[config.mk]
export PLATFORM = sky130hd
export DESIGN_NAME = utf8_to_utf16_transcoder_top
export DESIGN_NICKNAME = d
export VERILOG_FILES = /design/src/design/utt_pkg.sv /design/src/design/utt_decode.sv /design/src/design/utt_queue.sv /design/src/design/utf8_to_utf16_transcoder_top.sv
export SDC_FILE = /design/constraint.sdc
export NUM_CORES = 1
export LEC_CHECK = 0
export ABC_CLOCK_PERIOD_IN_PS = 6000
export CAP_MARGIN = 20
export CORE_MARGIN = 2
export CORE_UTILIZATION = 45
export CTS_CLUSTER_DIAMETER = 120
export DETAILED_ROUTE_END_ITERATION = 10
export DONT_BUFFER_PORTS = 1
export PLACE_DENSITY = 0.58
export SYNTH_ARGS = -nofsm -noshare
export SYNTH_HDL_FRONTEND = slang
export SYNTH_SLANG_ARGS = --single-unit
[constraint.sdc]
create_clock -name clk -period 6 [get_ports clk]
set_clock_uncertainty 0.05 [all_clocks]
set_input_delay 0.6 -clock clk [delete_from_list [all_inputs] [get_ports clk]]
set_output_delay 0.6 -clock clk [all_outputs]
set_load 0.01 [all_outputs]
[src/design/utt_pkg.sv]
`default_nettype none

package utt_pkg;

  // Lead byte prefixes, matched on the top bits of the byte
  localparam logic [4:0] LEAD_FOUR  = 5'h1E;
  localparam logic [3:0] LEAD_THREE = 4'hE;
  localparam logic [2:0] LEAD_TWO   = 3'h6;

  localparam logic [15:0] BOM_UNIT  = 16'hFEFF;
  localparam logic [15:0] SURR_HIGH = 16'hD800;
  localparam logic [15:0] SURR_LOW  = 16'hDC00;
  localparam logic [20:0] SURR_BASE = 21'h010000;

  // Units caused by one input item, first unit in slot 0
  typedef struct packed {
    logic [1:0]        count;
    logic [2:0][15:0]  units;
  } bundle_t;

endpackage

`default_nettype wire

[src/design/utt_decode.sv]
`default_nettype none

module utt_decode (
  input  wire logic            clk,
  input  wire logic            rst,
  input  wire logic            accept,
  input  wire logic [7:0]      in_byte,
  output utt_pkg::bundle_t     bundle
);
  import utt_pkg::*;

  logic        mark_sent;
  logic [1:0]  bytes_left;
  logic [20:0] partial_point;
  logic [1:0]  bytes_left_next;
  logic [20:0] partial_point_next;

  logic        point_valid;
  logic [20:0] point;
  logic [20:0] gathered;
  logic [20:0] diff;
  logic [19:0] offset;
  logic        wide;
  logic [15:0] unit_a;
  logic [15:0] unit_b;
  logic [1:0]  point_count;

  assign gathered = {partial_point[14:0], in_byte[5:0]};

  always_comb begin
    bytes_left_next    = bytes_left;
    partial_point_next = partial_point;
    point_valid        = 1'b0;
    point              = gathered;
    if (bytes_left == 2'd0) begin
      priority if (in_byte[7:3] == LEAD_FOUR) begin
        bytes_left_next    = 2'd3;
        partial_point_next = {18'd0, in_byte[2:0]};
      end else if (in_byte[7:4] == LEAD_THREE) begin
        bytes_left_next    = 2'd2;
        partial_point_next = {17'd0, in_byte[3:0]};
      end else if (in_byte[7:5] == LEAD_TWO) begin
        bytes_left_next    = 2'd1;
        partial_point_next = {16'd0, in_byte[4:0]};
      end else begin
        point_valid = 1'b1;
        point       = {13'd0, in_byte};
      end
    end else begin
      // continuation: gather low six bits, prefix unchecked
      partial_point_next = gathered;
      bytes_left_next    = bytes_left - 2'd1;
      point_valid        = (bytes_left == 2'd1);
    end
  end

  // Surrogate split; offset cut to 20 bits
  assign wide   = |point[20:16];
  assign diff   = point - SURR_BASE;
  assign offset = diff[19:0];
  assign unit_a = wide ? (SURR_HIGH | {6'd0, offset[19:10]}) : point[15:0];
  assign unit_b = SURR_LOW | {6'd0, offset[9:0]};

  always_comb begin
    if (!point_valid) begin
      point_count = 2'd0;
    end else if (wide) begin
      point_count = 2'd2;
    end else begin
      point_count = 2'd1;
    end
    bundle.count = point_count + {1'b0, !mark_sent};
    if (!mark_sent) begin
      bundle.units = {unit_b, unit_a, BOM_UNIT};
    end else begin
      bundle.units = {16'd0, unit_b, unit_a};
    end
  end

  always_ff @(posedge clk) begin
    if (rst) begin
      mark_sent     <= 1'b0;
      bytes_left    <= 2'd0;
      partial_point <= 21'd0;
    end else if (accept) begin
      mark_sent     <= 1'b1;
      bytes_left    <= bytes_left_next;
      partial_point <= partial_point_next;
    end
  end

endmodule

`default_nettype wire

[src/design/utt_queue.sv]
`default_nettype none

module utt_queue (
  input  wire logic            clk,
  input  wire logic            rst,
  input  wire logic            push,
  input  wire utt_pkg::bundle_t push_data,
  output logic                 full,
  input  wire logic            little_endian,
  output logic                 out_valid,
  input  wire logic            out_ready,
  output logic [15:0]          out_unit,
  output logic                 last
);
  import utt_pkg::*;

  bundle_t     slots [2];
  logic        wr_ptr;
  logic        rd_ptr;
  logic [1:0]  count;
  logic [1:0]  idx;
  bundle_t     head;
  logic [15:0] unit;
  logic        is_last;
  logic        pop;
  logic        advance;

  assign head      = slots[rd_ptr];
  assign full      = (count == 2'd2);
  assign out_valid = (count != 2'd0);
  assign is_last   = (idx == head.count - 2'd1);
  assign advance   = out_valid && out_ready;
  assign pop       = advance && is_last;
  assign last      = is_last;

  always_comb begin
    unique case (idx)
      2'd1:    unit = head.units[1];
      2'd2:    unit = head.units[2];
      default: unit = head.units[0];
    endcase
    out_unit = little_endian ? {unit[7:0], unit[15:8]} : unit;
  end

  always_ff @(posedge clk) begin
    if (push) begin
      slots[wr_ptr] <= push_data;
    end
  end

  always_ff @(posedge clk) begin
    if (rst) begin
      wr_ptr <= 1'b0;
      rd_ptr <= 1'b0;
      count  <= 2'd0;
      idx    <= 2'd0;
    end else begin
      if (push) begin
        wr_ptr <= !wr_ptr;
      end
      if (advance) begin
        if (is_last) begin
          idx    <= 2'd0;
          rd_ptr <= !rd_ptr;
        end else begin
          idx <= idx + 2'd1;
        end
      end
      unique case ({push, pop})
        2'b10:   count <= count + 2'd1;
        2'b01:   count <= count - 2'd1;
        default: count <= count;
      endcase
    end
  end

endmodule

`default_nettype wire

[src/design/utf8_to_utf16_transcoder_top.sv]
// UTF-8 to UTF-16 transcoder.
// Input channel: in_valid/in_ready with one UTF-8 byte (in_byte) per item.
// Output channel: out_valid/out_ready with one UTF-16 unit (out_unit, first
// transmitted byte in bits 15:8) per item; last marks the final unit caused
// by an input byte. The very first byte after reset is preceded by a
// byte-order mark. Bytes that only open or extend a sequence give no output.
// Configuration: cfg_write loads cfg_data into the byte-order select
// (0 big-endian, 1 little-endian); write it only while the block is idle.
// An accepted byte's units are registered in the queue before they are offered.
// One byte per cycle while each yields at most one unit and out_ready is high;
// a byte with several units holds the output until all are taken. Decoded units
// wait in a two-entry queue, so in_ready depends only on queue occupancy
// and input continues while the receiver holds a finished unit.
// A receiver stall holds out_unit and last; once both queue entries fill,
// in_ready drops until one drains.
// Reset (rst, synchronous) empties the queue, clears the sequence state,
// re-arms the byte-order mark and selects big-endian order.
`default_nettype none

module utf8_to_utf16_transcoder_top (
  input  wire logic        clk,
  input  wire logic        rst,
  input  wire logic        cfg_write,
  input  wire logic        cfg_data,
  input  wire logic        in_valid,
  output logic             in_ready,
  input  wire logic [7:0]  in_byte,
  output logic             out_valid,
  input  wire logic        out_ready,
  output logic [15:0]      out_unit,
  output logic             last
);
  import utt_pkg::*;

  logic    little_endian;
  logic    accept;
  logic    full;
  bundle_t bundle;

  assign in_ready = !full;
  assign accept   = in_valid && in_ready;

  always_ff @(posedge clk) begin
    if (rst) begin
      little_endian <= 1'b0;
    end else if (cfg_write) begin
      little_endian <= cfg_data;
    end
  end

  utt_decode u_decode (
    .clk     (clk),
    .rst     (rst),
    .accept  (accept),
    .in_byte (in_byte),
    .bundle  (bundle)
  );

  // drop bytes that only advance a sequence
  utt_queue u_queue (
    .clk           (clk),
    .rst           (rst),
    .push          (accept && (bundle.count != 2'd0)),
    .push_data     (bundle),
    .full          (full),
    .little_endian (little_endian),
    .out_valid     (out_valid),
    .out_ready     (out_ready),
    .out_unit      (out_unit),
    .last          (last)
  );

endmodule

`default_nettype wire

# == Word-level counts from Yosys, hierarchy flattened ==
# Memory sizes are Yosys's and may differ from the RTL's. A register that Yosys moved wholly into a read port is not among the register bits.
# Index checks and enable logic that the tools add are counted.
# totals
input_bits,14
ram_bits,100
mem_count,1
ff_bits,25
output_inout_bits,19
word_cells,70
# memory_table
memory,words,width,rd,rd_ports_with_merged_regs,wr,line_no,text
u_queue.slots,2,50,1,1,1,utt_queue.sv:17,bundle_t slots [2];
# op_classes
eq_ne,11
n_reduce_logical,15
add_sub_neg,7
muxes,28
# op_table
op,count
two-way mux 21 bit,4
two-way mux 15 bit,4
two-way mux 48 bit,1
two-way mux 16 bit,2
case mux 16 bit (2 select lines),1
"subtractor 20 x 17 -> 20 bit, second input constant",1
two-way mux 2 bit,7
two-way mux 1 bit,8
"== test 2 x 1 -> 1 bit, second input constant",3
"== test 2 bit, second input constant",3
nonzero test 2 bit,3
"subtractor 2 x 1 -> 2 bit, second input constant",3
"== test 5 bit, second input constant",1
OR reduction 5 bit,1
"adder 2 x 1 -> 2 bit, second input constant",2
"== test 4 bit, second input constant",1
logical AND 1 bit,4
logical NOT 1 bit,4
"!= test 4 bit, second input constant",1
case mux 2 bit (2 select lines),1
AND reduction 2 bit,2
"== test 3 bit, second input constant",1
adder 2 x 1 -> 2 bit,1
== test 2 bit,1
logical NOT 2 bit,1

# == Longest topological paths before layout ==
# Gate-level depths: netlist (run 1).
# logic_depth
ltp_word,13
ltp_mapped,15
mapped_depth_nobuf,13

# == Cells and area by module ==
# Synthesis (run 1) repeated with hierarchy kept, for this count alone.
# unflattened
hier_cells,468
hier_area_um2,6020.8
# modules_own_cells
mod,area_per_inst_um2,cells_per_inst,seq_area_each_um2,instances
utt_queue,4455.5,257,3143.0,1
utt_decode,1506.4,205,360.3,1
utf8_to_utf16_transcoder_top,58.8,6,20.0,1

# == Worst setup path before layout (run 1) ==
# No wires, ideal clock.
# synth_path
path_type,input -> register
startpoint,input port in_byte[5]
endpoint,"memory u_queue.slots[0][0] (netlist name), enable pin"
setup_ns,0.447
t_arrival_ns,4.475
n_path_buf,2
stages,12
required_ns,5.503
setup_slack_ns,1.027
path_cell_list,nand3_2 > a31o_2 > clkbuf_1 > nand2_1 > ha_1 > o21ai_0 > buf_2 > a211oi_1 > ha_1 > xor2_2 > o21ai_2 > nor2_1
# synth_rtl
item,line_no,text
"start, declared",utf8_to_utf16_transcoder_top.sv:27,"input wire logic [7:0] in_byte,"
"end, declared",utt_queue.sv:17,

==> flow_metrics.env, run 1 <==
export IMPL_die_y_um=113
export IMPL_firstDrtPassIters=4
export IMPL_io_buffers=0
export IMPL_cts_root_buffer="clkbuf_16"
export IMPL_synth_seq_cells=116
export IMPL_crit_required_ps=6020
export IMPL_syn_to_final_growth_pct=13.6
export IMPL_synth_most_common_cell="edfxtp_1"
export IMPL_cts_sinks=116
export IMPL_syn_inst=425
export IMPL_syn_area_sq_mm=0.00531
export IMPL_grt_overflow_total=0
export IMPL_tns_ps=0
export IMPL_nets=444
export IMPL_p_per_area_mw_per_mm2=381
export IMPL_yosysSeqAreaShare=0.607
export IMPL_path_class="reg -> reg"
export IMPL_hold_path_class="in -> reg"
export IMPL_rsz0062_at_grt="false"
export IMPL_cts_resized=0
export IMPL_synth_net_count=444
export IMPL_hold_buffers=0
export IMPL_yosys_top_cells_count="90 x edfxtp_1, 45 x mux2_2, 44 x nand2_1, 32 x nor2_1, 26 x dfxtp_1"
export IMPL_wl_per_cell_um=19.9
export IMPL_tightest_slew_ps=941
export IMPL_track_usage=0.194
export IMPL_die_w_um=113
export IMPL_outcome="finished clean"
export IMPL_crit_arrival_ps=3890
export IMPL_coreArea_sq_mm=0.0115
export IMPL_leakagePower_nw=2.01
export IMPL_drtIter0Drc=279
export IMPL_synth_distinct_cells=47
export IMPL_worstSetupStartpointType="register"
export IMPL_drcViolationCount=0
export IMPL_place_congestion=0.772
export IMPL_cts_buffers=17
export IMPL_fmax_ghz=0.258
export IMPL_diodes=0
export IMPL_drt_wl_total_um=11600
export IMPL_ant_nets=0
export IMPL_grt_max_degree=36
export IMPL_drive_gt1_frac=0.215
export IMPL_ys_warn_count=0
export IMPL_ios=33
export IMPL_insertion_delay_ps=410
export IMPL_power_mw=2.30
export IMPL_vias=3336
export IMPL_drv_slew=0
export IMPL_yosys_top_cells_area="edfxtp_1 51%, dfxtp_1 9.8%, mux2_2 9.5%, mux2i_1 4.0%, nand2_1 3.1%"
export IMPL_first_global_vias=3308
export IMPL_final_setup_viol_count=0
export IMPL_critPathMaxFanout=24
export IMPL_row_count=39
export IMPL_min_period_ps=3870
export IMPL_dieArea_sq_mm=0.0127
export IMPL_yosys_most_used_dff="edfxtp_1"
export IMPL_cts_setup_buffers=0
export IMPL_cap_violations=0
export IMPL_synth_largest_area_cell="edfxtp_1"
export IMPL_initial_core_util=0.463
export IMPL_irDropWorstVdd_uv=165
export IMPL_clk_pin_slew_worst_paths_ps=50
export IMPL_cts_tree="yes"
export IMPL_synthArstFlopShare=0
export IMPL_syn_area_per_cell_sq_um=12.5
export IMPL_clk_path_buf_depth=2
export IMPL_cts_max_level=4
export IMPL_synth_top_area_frac=0.509
export IMPL_min_period_over_period=0.645
export IMPL_grt_pass1_wl_um=18300
export IMPL_critPathCaptureType="register"
export IMPL_antenna_found_initial=0
export IMPL_timing_final_hold_violations=0
export IMPL_relSlewSlack=0.372
export IMPL_drt_vias_per_instance=5.74
export IMPL_synth_edf_count=90
export IMPL_dp_hpwl_um=7530
[stage by stage]
step                      utilization  instances  area (sq um)  hold WS (ps)  setup slack [ps]
after global placement          0.474        549          5440           406              2120
final                           0.526        581          6030           202              2130
after global routing            0.526        581          6030           188              1840
after floorplan                     -        425          5310           395              1030
after CTS                       0.526        581          6030           193              2090
after detailed placement        0.474        549          5440           408              2020
[critical path: stages (launching register included)]
cell	delay, ps
dfxtp_1	360
or2_2	360
a31o_2	320
nand2_1	140
ha_1	300
o21ai_0	170
a211oi_1	240
ha_1	230
xor2_2	190
o21ai_2	150
nor2_4	540
buf_4	460
[area by class of cell]
type | instances | area [sq um]
Clock buffer | 18 | 429
Sequential cell | 116 | 3220
Tap cell | 143 | 179
Timing Repair Buffer | 6 | 45.0
Inverter | 5 | 18.8
Multi-Input combinational cell | 279 | 1970
Clock inverter | 14 | 161
Fill cell | 983 | 5440
[power breakdown]
part	leakage, nW	switching, mW	internal [mW]
clock network	0.281	0.350	0.648
registers	1.03	0.0276	0.950
logic	0.698	0.199	0.121
[worst paths after layout]
path,startpoint,endpoint,slack (ps),cells past startpoint
setup / recovery,u_decode.bytes_left[1]$_SDFFE_PP0P_,u_queue.slots[0][7]$_DFFE_PP_,2130,11
hold / removal,rst,u_queue.count[1]$_SDFFE_PP0P_,200,1
setup reg to reg,u_decode.bytes_left[1]$_SDFFE_PP0P_,u_queue.slots[0][7]$_DFFE_PP_,2130,11
hold reg to reg,u_decode.partial_point[1]$_SDFFE_PP0P_,u_decode.partial_point[1]$_SDFFE_PP0P_,410,2
[routing by layer]
layer	part of all wire	up-vias	global-route usage
met2	0.47	81	0.289
met3	0.053	13	0.0497
met5	0	-	0
met4	0.015	0	0.0732
li1	-	1606	-
met1	0.46	1636	0.275
[state kept, by name, indices dropped and copies added, names as in the netlist, named ones only]
signal and count:
little_endian 1, u_decode.bytes_left 2, u_decode.mark_sent 1, u_decode.partial_point 15
u_queue.count 2, u_queue.idx 2, u_queue.rd_ptr 1, u_queue.slots 90
u_queue.wr_ptr 1
[layout by cell type (no fill, tap or decap), types with 2 or more instances in the layout]
| master | n |
|---|---|
| edfxtp_1 | 90 |
| mux2_2 | 45 |
| nand2_1 | 44 |
| nor2_1 | 30 |
| dfxtp_1 | 25 |
| a21oi_1 | 23 |
| o21ai_0 | 22 |
| mux2i_1 | 21 |
| clkbuf_16 | 17 |
| a22oi_1 | 15 |
| a221oi_1 | 10 |
| o211ai_1 | 8 |
| nor2b_1 | 7 |
| buf_4 | 6 |
| inv_1 | 5 |
| nand3_1 | 5 |
| ha_1 | 5 |
| nor3_1 | 4 |
| or3_1 | 4 |
| nand2b_1 | 3 |
| xnor2_1 | 3 |
| clkinv_2 | 3 |
| clkinvlp_4 | 3 |
| bufinv_16 | 3 |
| or2_2 | 2 |
| and3_1 | 2 |
| o22ai_1 | 2 |
| xor2_1 | 2 |
| nor2_4 | 2 |
| clkinv_1 | 2 |
| clkinv_4 | 2 |
[logic make-up (layout without fill, tap and decap cells)]
group / after synthesis / count (layout) / share of synthesized area
AO/OA/AOI/OAI: 91 / 91 / 0.115
XOR/XNOR: 6 / 6 / 0.0113
adder cells (fa/ha/maj): 5 / 5 / 0.0118
buffers and inverters: 30 / 43 / 0.0243
flip-flops: 116 / 116 / 0.607
multiplexers: 67 / 67 / 0.138
AND/OR/NAND/NOR: 110 / 110 / 0.0933
No activity file was read; power rests on OpenSTA's default activity.
==> run 2: changes to the inputs <==
- ABC_AREA: unset -> 1
- ABC_CLOCK_PERIOD_IN_PS: 6000 -> 3950
- clock period: 6 -> 3.95 ns (I/O delays scaled with it)
==> flow_metrics.env, run 2 <==
export IMPL_drt_wl_total_um=12400
export IMPL_p_per_area_mw_per_mm2=606
export IMPL_die_y_um=112
export IMPL_ios=33
export IMPL_cts_resized=0
export IMPL_synth_edf_count=90
export IMPL_hold_slack_ps=88.0
export IMPL_synthArstFlopShare=0
export IMPL_row_count=39
export IMPL_clk_path_buf_depth=2
export IMPL_drive_gt1_frac=0.0930
export IMPL_wl_per_cell_um=17.7
export IMPL_leakagePower_nw=2.22
export IMPL_layout_common_cells="127 x nand2_1, 90 x edfxtp_1, 70 x o21ai_0"
export IMPL_place_congestion=0.807
export IMPL_synth_distinct_cells=37
export IMPL_tightest_slew_ps=785
export IMPL_fmax_ghz=0.314
export IMPL_r2r_end="u_queue.slots[0][25]$_DFFE_PP_"
export IMPL_min_period_over_period=0.806
export IMPL_r2r_start="u_decode.bytes_left[0]$_SDFFE_PP0P_"
export IMPL_drtIter0Drc=248
export IMPL_first_global_vias=3783
export IMPL_seq_area_sq_mm=0.00322
export IMPL_place_area_sq_mm=0.00540
export IMPL_dieArea_sq_mm=0.0126
export IMPL_timing_final_hold_violations=0
export IMPL_ant_nets=0
export IMPL_min_period_ps=3180
export IMPL_dp_hpwl_um=8080
export IMPL_final_common_cell="nand2_1"
export IMPL_cap_violations=0
export IMPL_synth_top_area_frac=0.511
export IMPL_critPathCaptureType="output pin"
export IMPL_rr_worst_depth=12
export IMPL_syn_area_per_cell_sq_um=9.69
export IMPL_yosys_most_used_dff="edfxtp_1"
export IMPL_crit_required_ps=3500
export IMPL_largest_reg_flops=90
export IMPL_syn_inst=546
export IMPL_initial_core_util=0.461
export IMPL_track_usage=0.210
export IMPL_grt_overflow_total=0
export IMPL_critPathMaxFanout=18
export IMPL_die_w_um=112
export IMPL_cts_root_buffer="clkbuf_16"
export IMPL_drv_slew=0
export IMPL_ys_warn_count=0
export IMPL_path_class="reg -> out"
export IMPL_reg_largest_list="u_queue.slots (90), u_decode.partial_point (15)"
export IMPL_syn_area_sq_mm=0.00529
export IMPL_cts_max_level=4
export IMPL_drcViolationCount=0
export IMPL_syn_to_final_growth_pct=12.8
export IMPL_antenna_found_initial=0
export IMPL_whs_endpoint="little_endian$_SDFFE_PP0P_"
export IMPL_clk_pin_slew_worst_paths_ps=50
export IMPL_synth_most_common_cell="nand2_1"
export IMPL_yosys_top_cells_area="edfxtp_1 51%, dfxtp_1 9.8%, nand2_1 9.0%, o21ai_0 6.6%, nor2_1 4.0%"
export IMPL_outcome="finished clean"
export IMPL_nets=565
export IMPL_hold_path_class="in -> reg"
export IMPL_cts_tree="yes"
export IMPL_cts_setup_buffers=0
export IMPL_cts_sinks=116
export IMPL_synth_net_count=565
export IMPL_yosys_top_cells_count="127 x nand2_1, 90 x edfxtp_1, 70 x o21ai_0, 56 x nor2_1, 31 x inv_1"
export IMPL_final_area_sq_mm=0.00597
export IMPL_coreArea_sq_mm=0.0115
export IMPL_irDropWorstVdd_uv=298
export IMPL_drt_vias_per_instance=5.51
export IMPL_hold_buffers=1
export IMPL_r2r_setup_slack_ps=900
export IMPL_firstDrtPassIters=4
export IMPL_crit_arrival_ps=2740
export IMPL_min_path_cells=2
export IMPL_relSlewSlack=0.477
export IMPL_n_fill_cell=1027
export IMPL_grt_max_degree=46
export IMPL_insertion_delay_ps=410
export IMPL_multi_input_area_sq_mm=0.00179
export IMPL_vias=3871
export IMPL_grt_pass1_wl_um=20000
export IMPL_io_buffers=0
export IMPL_diodes=0
export IMPL_synth_seq_cells=116
export IMPL_tns_ps=0
export IMPL_cts_buffers=17
export IMPL_yosysSeqAreaShare=0.609
export IMPL_rsz0062_at_grt="false"
export IMPL_hp_start="cfg_data"
export IMPL_final_setup_viol_count=0
export IMPL_worstSetupStartpointType="register"
export IMPL_top_register="u_queue.slots"
export IMPL_synth_largest_area_cell="edfxtp_1"
## run 2: worst max-delay path by stage
stage | startpoint | end | cells after the start
6_report | u_queue.idx[0]$_SDFFE_PP0P_ | out_unit[13] | 7
5_1_grt | u_queue.idx[0]$_SDFFE_PP0P_ | out_unit[5] | 7
4_1_cts | u_queue.idx[0]$_SDFFE_PP0P_ | out_unit[5] | 7
3_5_place_dp | in_byte[7] | u_queue.slots[0][41]$_DFFE_PP_ | 14
3_3_place_gp | in_byte[7] | u_queue.slots[0][17]$_DFFE_PP_ | 15
2_1_floorplan | in_byte[7] | u_queue.slots[0][0]$_DFFE_PP_ | 14
## run 2: power breakdown
part	leakage (nW)	internal (mW)	switching (mW)	total [mW]
clock	0.278	0.921	0.498	1.42
sequential	1.03	1.47	0.0389	1.51
combinational	0.903	0.178	0.511	0.689
## run 2: logic make-up after synthesis
family          synth area share
simple gates               0.171
fa+ha+maj                 0.0118
xor+xnor                 0.00497
buf+inv                   0.0528
compound gates             0.149
flops                      0.609
mux                      0.00189
## run 2: per-stage QoR
step	utilization	worst slack (ps)	total power [mW]	cells
after CTS	0.520	755	3.64	702
after detailed placement	0.471	737	2.22	669
after global placement	0.471	830	2.20	669
after floorplan	-	435	2.02	546
final	0.520	766	3.62	702
after global routing	0.520	580	3.78	702
## run 2: critical path, cell delays in order (launching register included)
cell and delay, ps:
dfxtp_1 330, inv_1 110, ha_1 580, inv_1 600, o211ai_1 180, o22ai_1 150
inv_1 70, o21ai_0 300
## run 2: area by class of cell
| class | instances | share of cell area |
|---|---|---|
| multi-input combinational | 366 | 0.301 |
| inverter | 36 | 0.0239 |
| timing repair buffer | 9 | 0.0117 |
| sequential | 116 | 0.540 |
| tap | 143 | 0.0300 |
| clock buffer | 28 | 0.0904 |
| clock inverter | 4 | 0.00335 |
## run 2: layer usage
layer  routed length (um)  global-route usage
met1                 5800               0.281
met3                  552              0.0567
met5                    0                   0
met4                  199              0.0756
met2                 5830               0.332
==> run 3: changes to the inputs <==
- ABC_AREA: 1 -> 0
- ABC_CLOCK_PERIOD_IN_PS: 3950 -> 3100
- clock period: 3.95 -> 3.1 ns (I/O delays scaled with it)
==> flow_metrics.env, run 3 (same netlist as run 1, synthesis figures left out) <==
export IMPL_wl_per_cell_um=19.5
export IMPL_coreArea_sq_mm=0.0115
export IMPL_hold_path_class="in -> reg"
export IMPL_insertion_delay_ps=410
export IMPL_cts_buffers=17
export IMPL_grt_max_degree=46
export IMPL_hp_start="in_byte[4]"
export IMPL_drive_gt1_frac=0.247
export IMPL_place_congestion=0.806
export IMPL_n_fill_cell=955
export IMPL_setup_slack_ps=150
export IMPL_critPathCaptureType="register"
export IMPL_cts_tree="yes"
export IMPL_p_per_area_mw_per_mm2=723
export IMPL_final_setup_viol_count=0
export IMPL_drtIter0Drc=201
export IMPL_r2r_start="u_decode.bytes_left[0]$_SDFFE_PP0P_"
export IMPL_min_period_over_period=0.952
export IMPL_die_w_um=113
export IMPL_vias=3402
export IMPL_path_buf_inv=2
export IMPL_grt_overflow_total=0
export IMPL_grt_pass1_wl_um=18600
export IMPL_syn_to_final_growth_pct=19.2
export IMPL_met2_usage=0.297
export IMPL_hold_slack_ps=22.3
export IMPL_min_path_cells=2
export IMPL_leakagePower_nw=2.12
export IMPL_row_count=39
export IMPL_dieArea_sq_mm=0.0127
export IMPL_seq_power_share=0.412
export IMPL_grt_use_met3=0.0481
export IMPL_outcome="finished clean"
export IMPL_largest_reg_flops=90
export IMPL_cts_max_level=4
export IMPL_clk_pin_slew_worst_paths_ps=50
export IMPL_drv_slew=0
export IMPL_nets=460
export IMPL_crit_family="compound AO/OA/AOI/OAI gates"
export IMPL_final_common_cell="edfxtp_1"
export IMPL_irDropWorstVdd_uv=401
export IMPL_r2r_setup_slack_ps=150
export IMPL_clockPowerShare=0.435
export IMPL_final_area_sq_mm=0.00633
export IMPL_fmax_ghz=0.339
export IMPL_critical_path_max_stage_delay_ps=350
export IMPL_cp_slowest_cell="dfxtp_2"
export IMPL_die_y_um=113
export IMPL_top_register="u_queue.slots"
export IMPL_drt_wl_total_um=11700
export IMPL_cap_violations=0
export IMPL_firstDrtPassIters=5
export IMPL_relSlewSlack=0.335
export IMPL_cts_sinks=116
export IMPL_seq_area_sq_mm=0.00323
export IMPL_pre_cts_ws_ps=79.4
export IMPL_multi_input_area_sq_mm=0.00206
export IMPL_pwr_share_comb=0.153
export IMPL_ant_nets=0
export IMPL_ios=33
export IMPL_drcViolationCount=0
export IMPL_first_global_vias=3393
export IMPL_met1_usage=0.276
export IMPL_diodes=0
export IMPL_swShare=0.251
export IMPL_layout_common_cells="90 x edfxtp_1, 45 x mux2_2, 42 x nand2_1"
export IMPL_path_common_cell="o21ai_4"
export IMPL_place_area_sq_mm=0.00560
export IMPL_switching_power_mw=1.15
export IMPL_track_usage=0.197
export IMPL_min_period_ps=2950
export IMPL_path_class="reg -> reg"
export IMPL_dp_hpwl_um=7530
export IMPL_critPathMaxFanout=45
export IMPL_reg_largest_list="u_queue.slots (90), u_decode.partial_point (15)"
export IMPL_path_depth=12
export IMPL_initial_core_util=0.463
export IMPL_antenna_found_initial=0
export IMPL_drt_vias_per_instance=5.70
export IMPL_io_buffers=0
export IMPL_tightest_slew_ps=995
export IMPL_cts_root_buffer="clkbuf_16"
export IMPL_crit_required_ps=3140
export IMPL_timing_final_hold_violations=0
export IMPL_worstSetupStartpointType="register"
export IMPL_crit_arrival_ps=2990
export IMPL_clk_path_buf_depth=2
export IMPL_cp_cell_sequence="or2_4, a31o_4, nand2_2, ha_4, o21ai_4, a211oi_2, ha_2, xor2_4, o21ai_4, buf_4, nor2_4, buf_12"
export IMPL_critical_path_startpoint="u_decode.bytes_left[0]$_SDFFE_PP0P_"
export IMPL_p_int_mw=3.43
export IMPL_top_usage_layer="met2"
export IMPL_rr_worst_depth=12
[run 3: changes by cell type in the layout (fill, tap and decap cells not counted), sizes merged, moves of 6 or more]
cell         delta
clkbuf          -8
dlygate4sd3     +7
a22oi          +15
nor2b           +7
buf             +6
o22ai          -10
nor2           -26
nand2          -87
mux2           +46
a221oi         +11
o21ai          -62
mux2i          +20
inv            -28
nand3          -12
[run 3: stage by stage]
step	power [mW]	std cells	utilization	TNS (ps)
after floorplan	2.41	425	-	-12010
after global placement	2.59	556	0.489	0
after detailed placement	2.60	556	0.489	0
after CTS	4.60	596	0.549	0
after global routing	4.76	597	0.552	-11.1
final	4.58	597	0.552	0
[run 3: timing repair]
action,in CTS,in global routing
buffers inserted,0,1
endpoints found under the setup margin,0,1
hold buffers,8,0
gates resized for setup,0,3
endpoints found under the hold margin,23,0
[run 3: area by class of cell]
class	instances	share of cell area
inverter	5	0.00297
tap	143	0.0283
multi-input combinational	279	0.325
clock inverter	12	0.0243
clock buffer	20	0.0722
timing repair buffer	22	0.0372
sequential	116	0.510
[run 3: path summary, 6_finish.rpt]
path	end
setup / recovery	u_queue.slots[1][31]$_DFFE_PP_
hold / removal	u_decode.partial_point[4]$_SDFFE_PP0P_
setup reg to reg	u_queue.slots[1][31]$_DFFE_PP_
hold reg to reg	u_queue.idx[1]$_SDFFE_PP0P_
[run 3: layer usage]
| layer | up-vias | part of all wire |
|---|---|---|
| met4 | 0 | 0.013 |
| met3 | 12 | 0.051 |
| met2 | 74 | 0.46 |
| met1 | 1674 | 0.47 |
| li1 | 1642 | - |
| met5 | - | 0 |
[run 3: power by group through the flow]
stage               Sequential, mW  Combinational, mW  Clock [mW]
floorplan                     1.90              0.510           0
finish                        1.89              0.699        1.99
global route                  1.90              0.765        2.09
detailed placement            1.92              0.680           0
CTS                           1.89              0.697        2.02
global placement              1.91              0.675           0
